[config.mk]
export PLATFORM = sky130hd
export DESIGN_NAME = hsv_to_rgb_converter_unit
export DESIGN_NICKNAME = d
export VERILOG_FILES = /design/src/design/hsv_pkg.sv /design/src/design/hsv_front.sv /design/src/design/hsv_prod.sv /design/src/design/hsv_route.sv /design/src/design/hsv_to_rgb_converter_unit.sv
export SDC_FILE = /design/constraint.sdc
export NUM_CORES = 2
export LEC_CHECK = 0
export ABC_AREA = 1
export ABC_CLOCK_PERIOD_IN_PS = 9550
export BUFFER_PORTS_ARGS = -buffer_cell sky130_fd_sc_hd__buf_2
export CAP_MARGIN = 15
export CORE_MARGIN = 1.5
export CORE_UTILIZATION = 67
export DETAILED_ROUTE_END_ITERATION = 10
export PLACE_DENSITY = 0.84
export SYNTH_ARGS = -nofsm -noshare
export SYNTH_HDL_FRONTEND = slang
export SYNTH_SLANG_ARGS = --single-unit
[constraint.sdc]
create_clock -name clk -period 9.55 [get_ports clk]
set_input_delay 0.4775 -clock clk [delete_from_list [all_inputs] [get_ports clk]]
set_output_delay 0.4775 -clock clk [all_outputs]
set_load 0.05 [all_outputs]
[src/design/hsv_pkg.sv]
package hsv_pkg;

  // fixed point format of saturation, value and the color outputs
  localparam int FRAC_BITS = 16;
  localparam int Q_W       = FRAC_BITS + 1;
  localparam int HUE_BITS  = 16;
  localparam int UP_SHIFT   = (FRAC_BITS >= HUE_BITS) ? (FRAC_BITS - HUE_BITS) : 0;
  localparam int DOWN_SHIFT = (FRAC_BITS >= HUE_BITS) ? 0 : (HUE_BITS - FRAC_BITS);
  localparam logic [Q_W-1:0] ONE_Q = Q_W'(1) << FRAC_BITS;

  // hue sectors, named by the color at the start of each sixth of a turn
  typedef enum logic [2:0] {
    SEC_RED     = 3'd0,
    SEC_YELLOW  = 3'd1,
    SEC_GREEN   = 3'd2,
    SEC_CYAN    = 3'd3,
    SEC_BLUE    = 3'd4,
    SEC_MAGENTA = 3'd5
  } sector_t;

  typedef struct packed {
    logic [HUE_BITS-1:0] hue;
    logic [Q_W-1:0]      saturation;
    logic [Q_W-1:0]      value;
  } hsv_pixel_t;

  typedef struct packed {
    logic [Q_W-1:0] red;
    logic [Q_W-1:0] green;
    logic [Q_W-1:0] blue;
  } rgb_pixel_t;

  // decoded pixel after the first stage
  typedef struct packed {
    logic                 valid;
    logic                 grey;
    sector_t              sector;
    logic [FRAC_BITS-1:0] frac;
    logic [Q_W-1:0]       sat;
    logic [Q_W-1:0]       val;
  } hsv_front_t;

  // products after the last multiply stage
  typedef struct packed {
    logic           valid;
    logic           grey;
    sector_t        sector;
    logic [Q_W-1:0] val;
    logic [Q_W-1:0] p;
    logic [Q_W-1:0] q;
    logic [Q_W-1:0] t;
  } hsv_prod_t;

  function automatic logic [Q_W-1:0] clamp_one(input logic [Q_W-1:0] x);
    clamp_one = (x > ONE_Q) ? ONE_Q : x;
  endfunction

endpackage

[src/design/hsv_front.sv]
module hsv_front import hsv_pkg::*; (
  input  logic       clk,
  input  logic       rst,
  input  logic       in_valid,
  input  hsv_pixel_t pixel,
  output hsv_front_t front
);

  localparam int SCALED_W = HUE_BITS + 3;
  localparam int UP_W     = HUE_BITS + UP_SHIFT;

  logic [SCALED_W-1:0]  scaled;
  logic [HUE_BITS-1:0]  hue_frac;
  logic [UP_W-1:0]      frac_up;
  logic [Q_W-1:0]       sat_c;
  logic [Q_W-1:0]       val_c;

  // hue * 6 as hue * 4 + hue * 2
  assign scaled   = (SCALED_W'(pixel.hue) << 2) + (SCALED_W'(pixel.hue) << 1);
  assign hue_frac = scaled[HUE_BITS-1:0];
  assign frac_up  = UP_W'(hue_frac) << UP_SHIFT;
  assign sat_c    = clamp_one(pixel.saturation);
  assign val_c    = clamp_one(pixel.value);

  always_ff @(posedge clk) begin
    if (rst) begin
      front.valid <= 1'b0;
    end else begin
      front.valid <= in_valid;
    end
    front.grey   <= (sat_c == '0);
    front.sector <= sector_t'(scaled[SCALED_W-1:HUE_BITS]);
    front.frac   <= FRAC_BITS'(frac_up >> DOWN_SHIFT);
    front.sat    <= sat_c;
    front.val    <= val_c;
  end

endmodule

[src/design/hsv_prod.sv]
module hsv_prod import hsv_pkg::*; (
  input  logic       clk,
  input  logic       rst,
  input  hsv_front_t front,
  output hsv_prod_t  prod
);

  localparam int PW = 2 * Q_W;

  // first multiply stage: f*s, (1-f)*s, v*(1-s)
  logic [Q_W-1:0] frac_q;
  logic [Q_W-1:0] inv_frac;
  logic [PW-1:0]  fs_full;
  logic [PW-1:0]  gs_full;
  logic [PW-1:0]  p_full;

  logic           m1_valid;
  logic           m1_grey;
  sector_t        m1_sector;
  logic [Q_W-1:0] m1_val;
  logic [Q_W-1:0] m1_fs;
  logic [Q_W-1:0] m1_gs;
  logic [Q_W-1:0] m1_p;

  assign frac_q   = Q_W'(front.frac);
  assign inv_frac = ONE_Q - frac_q;
  assign fs_full  = PW'(frac_q) * PW'(front.sat);
  assign gs_full  = PW'(inv_frac) * PW'(front.sat);
  assign p_full   = PW'(front.val) * PW'(ONE_Q - front.sat);

  always_ff @(posedge clk) begin
    if (rst) begin
      m1_valid <= 1'b0;
    end else begin
      m1_valid <= front.valid;
    end
    m1_grey   <= front.grey;
    m1_sector <= front.sector;
    m1_val    <= front.val;
    m1_fs     <= Q_W'(fs_full >> FRAC_BITS);
    m1_gs     <= Q_W'(gs_full >> FRAC_BITS);
    m1_p      <= Q_W'(p_full >> FRAC_BITS);
  end

  // second multiply stage: v*(1-fs), v*(1-gs)
  logic [PW-1:0] q_full;
  logic [PW-1:0] t_full;

  assign q_full = PW'(m1_val) * PW'(ONE_Q - m1_fs);
  assign t_full = PW'(m1_val) * PW'(ONE_Q - m1_gs);

  always_ff @(posedge clk) begin
    if (rst) begin
      prod.valid <= 1'b0;
    end else begin
      prod.valid <= m1_valid;
    end
    prod.grey   <= m1_grey;
    prod.sector <= m1_sector;
    prod.val    <= m1_val;
    prod.p      <= m1_p;
    prod.q      <= Q_W'(q_full >> FRAC_BITS);
    prod.t      <= Q_W'(t_full >> FRAC_BITS);
  end

endmodule

[src/design/hsv_route.sv]
module hsv_route import hsv_pkg::*; (
  input  logic       clk,
  input  logic       rst,
  input  hsv_prod_t  prod,
  output logic       done,
  output rgb_pixel_t color
);

  rgb_pixel_t color_next;

  always_comb begin
    if (prod.grey) begin
      color_next = '{red: prod.val, green: prod.val, blue: prod.val};
    end else begin
      case (prod.sector)
        SEC_RED:    color_next = '{red: prod.val, green: prod.t,   blue: prod.p};
        SEC_YELLOW: color_next = '{red: prod.q,   green: prod.val, blue: prod.p};
        SEC_GREEN:  color_next = '{red: prod.p,   green: prod.val, blue: prod.t};
        SEC_CYAN:   color_next = '{red: prod.p,   green: prod.q,   blue: prod.val};
        SEC_BLUE:   color_next = '{red: prod.t,   green: prod.p,   blue: prod.val};
        default:    color_next = '{red: prod.val, green: prod.p,   blue: prod.q};
      endcase
    end
  end

  always_ff @(posedge clk) begin
    if (rst) begin
      done <= 1'b0;
    end else begin
      done <= prod.valid;
    end
    color <= color_next;
  end

endmodule

[src/design/hsv_to_rgb_converter_unit.sv]
// hsv to rgb converter, six-sector method, fixed point
// a pixel taken with start is registered in the front stage, then in the m1 and prod stages, then in done
// throughput: one pixel per clock, busy is always low, set by the four-stage pipeline
// the receiver cannot stall; each result is shown for exactly one cycle under done
// reset (rst, synchronous, active high) clears the valid bits of all stages
module hsv_to_rgb_converter_unit import hsv_pkg::*; (
  input  logic       clk,
  input  logic       rst,
  input  logic       start,
  input  hsv_pixel_t pixel,
  output logic       busy,
  output logic       done,
  output rgb_pixel_t color
);

  // the pipeline never holds, so a beat is taken on every start
  logic       accept;
  hsv_front_t front;
  hsv_prod_t  prod;

  assign busy   = 1'b0;
  assign accept = start & ~busy;

  // stage 1: clamp s and v, split hue * 6 into sector and fraction
  hsv_front u_front (
    .clk      (clk),
    .rst      (rst),
    .in_valid (accept),
    .pixel    (pixel),
    .front    (front)
  );

  // stages 2 and 3: fs, gs and p, then q and t
  hsv_prod u_prod (
    .clk   (clk),
    .rst   (rst),
    .front (front),
    .prod  (prod)
  );

  // stage 4: route v, p, q, t to the color channels by sector
  hsv_route u_route (
    .clk   (clk),
    .rst   (rst),
    .prod  (prod),
    .done  (done),
    .color (color)
  );

  // a result beat only ever follows an accepted pixel that has passed through the pipeline
  assert property (@(posedge clk) disable iff (rst) done |-> $past(accept, 4))
    else $error("result beat without a matching input beat");

  // every accepted pixel comes out under done
  assert property (@(posedge clk) disable iff (rst) accept |-> ##4 done)
    else $error("accepted pixel lost in the pipeline");

  // zero saturation gives grey
  assert property (@(posedge clk) disable iff (rst)
    done && $past(pixel.saturation == '0, 4)
      |-> (color.red == color.green) && (color.green == color.blue))
    else $error("zero saturation did not give grey");

endmodule
==> results by stage <==
Timing:
- Based on the critical path, the design can be clocked at up to 123 MHz.
- The share of the clock period used by the worst path after layout is 85.5%.
- The worst hold slack across all endpoints is 0.0398 ns.
- Headroom to the max-slew limit came out at 19.5%.
- Setup repair after global routing left no endpoint under its margin.
- The time the final worst path needs with I/O delays and setup is 8.16 ns.
- The final setup skew is 0.0377 ns.
- The number of failing hold endpoints at the final stage was 0.
- For the pin with the worst max-slew slack, the measured transition is 1.20 ns.
- The setup total negative slack is 0 ns.
- The max-slew violation total from the final report is 0.
- Setup violations remaining at the end of the flow were counted as 0.

Synthesis:
- The number of nets in the synthesized netlist is 9394.
- The register bit count reported by yosys is 252.
- Sequential cells were found to cover 8.46% of the synthesized design area.
- In the post-synthesis netlist, the biggest area contributors are fa_1, inv_1, nand2_1, ha_1, dfxtp_1.
- The library cell occupying the most area in the post-synthesis netlist is fa_1.
- Counting flops with a built-in enable in the synthesized netlist gives 0.
- The number of synthesis warnings is 0.
- The instance count of the mapped netlist is 7644.
- The share of synthesized flip-flops with an asynchronous set or reset is 0%.
- The total standard cell area after synthesis is 59600 um^2.
- The post-synthesis area per instance is 7.80 um^2.
- The count of cell types in the netlist is 58.
- In this run the biggest area consumer among cell types represents 42.6% of the synthesized area.
- For this run, the leading register cell type out of synthesis is dfxtp_1.

Route:
- The sum of met3 wire segment lengths after detailed routing is 19.6 mm.
- The met1 routed wirelength after detailed routing is 62.4 mm.
- Wire segments on met2 add up to 77.5 mm in the final route.
- Summing over every cut layer, the via total after detailed routing is 50100.
- For this run, the detailed router's first-pass iteration total came to 7.
- The highest metal layer with signal wires is met5.
- After detailed routing, the average wire length per cell comes to 19.5 um.
- The detailed router's first-iteration violation count is 4799.
- The final layout contains routed wiring with a total length of 172 mm.
- After detailed routing, the number of vias per cell comes to 5.69.
- Once detail routing completed, the nets flagged for antenna violations numbered 0.
- In the routed design, unresolved DRC markers number 0.

Clock tree:
- CTS saw 252 sinks.
- The clock tree from TritonCTS is yes.
- After clock tree synthesis, the flow added hold-fix buffers numbering 2.
- The clock root buffer master is clkbuf_16.
- Clock-pin slew was measured on the worst setup and hold paths at 0.07 ns.
- The total clock buffers created by CTS is 27.
- Once the clock tree was built, the resizer swapped 0 gates to a different size.
- For the worst-skew pair, the clock arrives at the later sink with an insertion delay of 0.62 ns.
- No sink is reached through more buffers than the 3 on the longest clock path.
- In this run the number of H-tree levels came out at 1.
- The number of setup buffers added after CTS is 0.

GRT:
- The aggregate global-route resource usage is 39.3%.
- Entering global routing, the biggest net connects 48 pins.
- The sum of overflow across all layers after global routing is 0.
- The global-route wire length before repair is 276 mm.
- The number of antenna violations at the first check in global routing came to 4.
- The number of global-route vias before repair is 52900.

Place:
- The number of buffers added on ports is 104.
- The congestion estimate from routability-driven global placement came to 1.02.
- The wire-length estimate of the detail-placed layout is 139 mm.

Outcome:
- The flow ran to the end, and the final reports show no timing, DRC or antenna violations.

Floorplanning:
- In this run the horizontal extent of the chip is 301 um.
- In this run the core area contains 109 standard-cell rows.
- The area enclosed by the die boundary is 90800 um^2.
- The standard cell core area is 88200 um^2.
- The effective utilization at floorplan is 67.6%.
- The die height is 301 um.
- The I/O pin count is 106.

Setup path:
- The worst setup path is captured at a flop.
- The critical path goes through inv_1 > ha_1 > nand3_1 > nor3_1 > xnor2_1 > inv_1 > nor2_1 > fa_1 > fa_1 > fa_1 > fa_1 > fa_1 > inv_1 > fa_1 > inv_1 > ha_1 > nand2_1 > nand2_1 > a31oi_1 > o21ai_0 > a21oi_1 > nand2_1 > nand2_1 > nand2_1.
- For the worst setup path, the data arrival time is 8.64 ns.
- The cell class contributing the biggest share of worst-path delay is adder cells.
- STA classifies the critical path startpoint as a flop.
- The largest fanout of any net on the critical path is 16.
- For this run, the slowest stage of the critical path takes 0.94 ns.
- The flop-to-flop setup slack is 1.39 ns.
- The total buffers and inverters traversed by the critical path is 4.
- The critical path is of the flop to flop type.
- For this design, the slowest cell found on the critical path is xnor2_1.
- The data required time of the worst path is 10.03 ns.
- The most numerous cell type found on the critical path is fa_1.

Run:
- The total of max-cap violations is 0.

Worst hold path:
- The type of the most critical hold path is input pin to flop.

Final layout:
- The fraction of layout instances using a drive strength above 1 is 3.67%.
- The repair_antennas step left the layout with diodes totalling 0.
- The final layout contains 9366 nets.
- Compared with the post-synthesis result, the final layout area differs by 4.27%.
[cell usage after synthesis, drive strengths merged, types with 45 or more instances]
cell and instances:
a21oi 208, ha 429, nand2 1668, nor2 717, clkbuf 176, dfxtp 252
inv 2086, o21ai 199, nand3 128, fa 1268, buf 56, nor3 45
xnor2 54, xor2 102
[registers in the layout, indices dropped and copies added, names as in the netlist]
name	flops
u_route.color	51
u_prod.m1_p	17
u_prod.m1_val	17
u_prod.m1_sector	3
u_prod.m1_grey	1
u_prod.m1_fs	17
u_front.front	54
u_route.done	1
u_prod.m1_valid	1
u_prod.prod	73
u_prod.m1_gs	17
[through the flow]
step	utilization (%)	std cells	worst slack (ns)	instance area, um^2
2_1_floorplan	-	7644	2.93	59600
3_3_place_gp	69.3	8749	1.85	61200
3_5_place_dp	69.3	8749	1.78	61200
4_1_cts	70.5	8801	1.69	62200
5_1_grt	70.5	8802	1.08	62200
6_report	70.5	8802	1.39	62200
[routing by layer]
metal  track usage, %  vias up
li1                 -    22000
met1             49.6    24200
met2             62.2     3095
met3             8.59      791
met4             23.6        8
met5                0        -
[cell usage in the layout, fill, tap and decap left out, drive strengths merged, types with 5 or more instances in the layout]
cell / instances
nand3b: 6
nor4: 20
ha: 429
o2111ai: 11
a21o: 27
o221ai: 5
a21boi: 6
o211ai: 7
nor2: 717
clkbuf: 29
a21oi: 208
o21ai: 199
nand4: 31
nand3: 128
a31oi: 17
a22oi: 23
o22ai: 6
nor3: 45
buf: 173
inv: 2094
or2: 16
xnor2: 54
dfxtp: 252
xor2: 102
o21a: 5
clkinvlp: 6
o21bai: 20
fa: 1268
clkinv: 34
nand2: 1668
[cell families (layout without fill, tap and decap cells)]
logic type | count (synthesis) | in the layout | share of synthesized area (%)
other cells | 1 | 1 | 0.00629
simple gates | 2639 | 2639 | 17.5
xor+xnor | 156 | 156 | 2.33
flops | 252 | 252 | 8.46
compound gates | 550 | 550 | 5.24
fa+ha+maj | 1697 | 1697 | 51.6
buf+inv | 2349 | 2342 | 14.9
[final cells by class]
class / count / area, um^2
clock buffers: 29 / 703
clock inverters: 21 / 265
fillers: 6988 / 26100
inverters: 2117 / 7950
multi-input cells: 5043 / 45700
flip-flops and latches: 252 / 5050
well taps: 1165 / 1460
repair buffers: 175 / 1060
[worst paths after layout]
check | startpoint | cells past startpoint | endpoint
setup reg to reg | u_prod.m1_fs[0] | 24 | u_prod.prod[30]
setup / recovery | u_prod.m1_fs[0] | 24 | u_prod.prod[30]
hold reg to reg | u_prod.m1_grey | 0 | u_prod.prod[71]
hold / removal | pixel[16] | 1 | u_front.front[16]
Power is not shown: default switching activity piles up to over one toggle a cycle in this logic, so the estimate is an artifact.
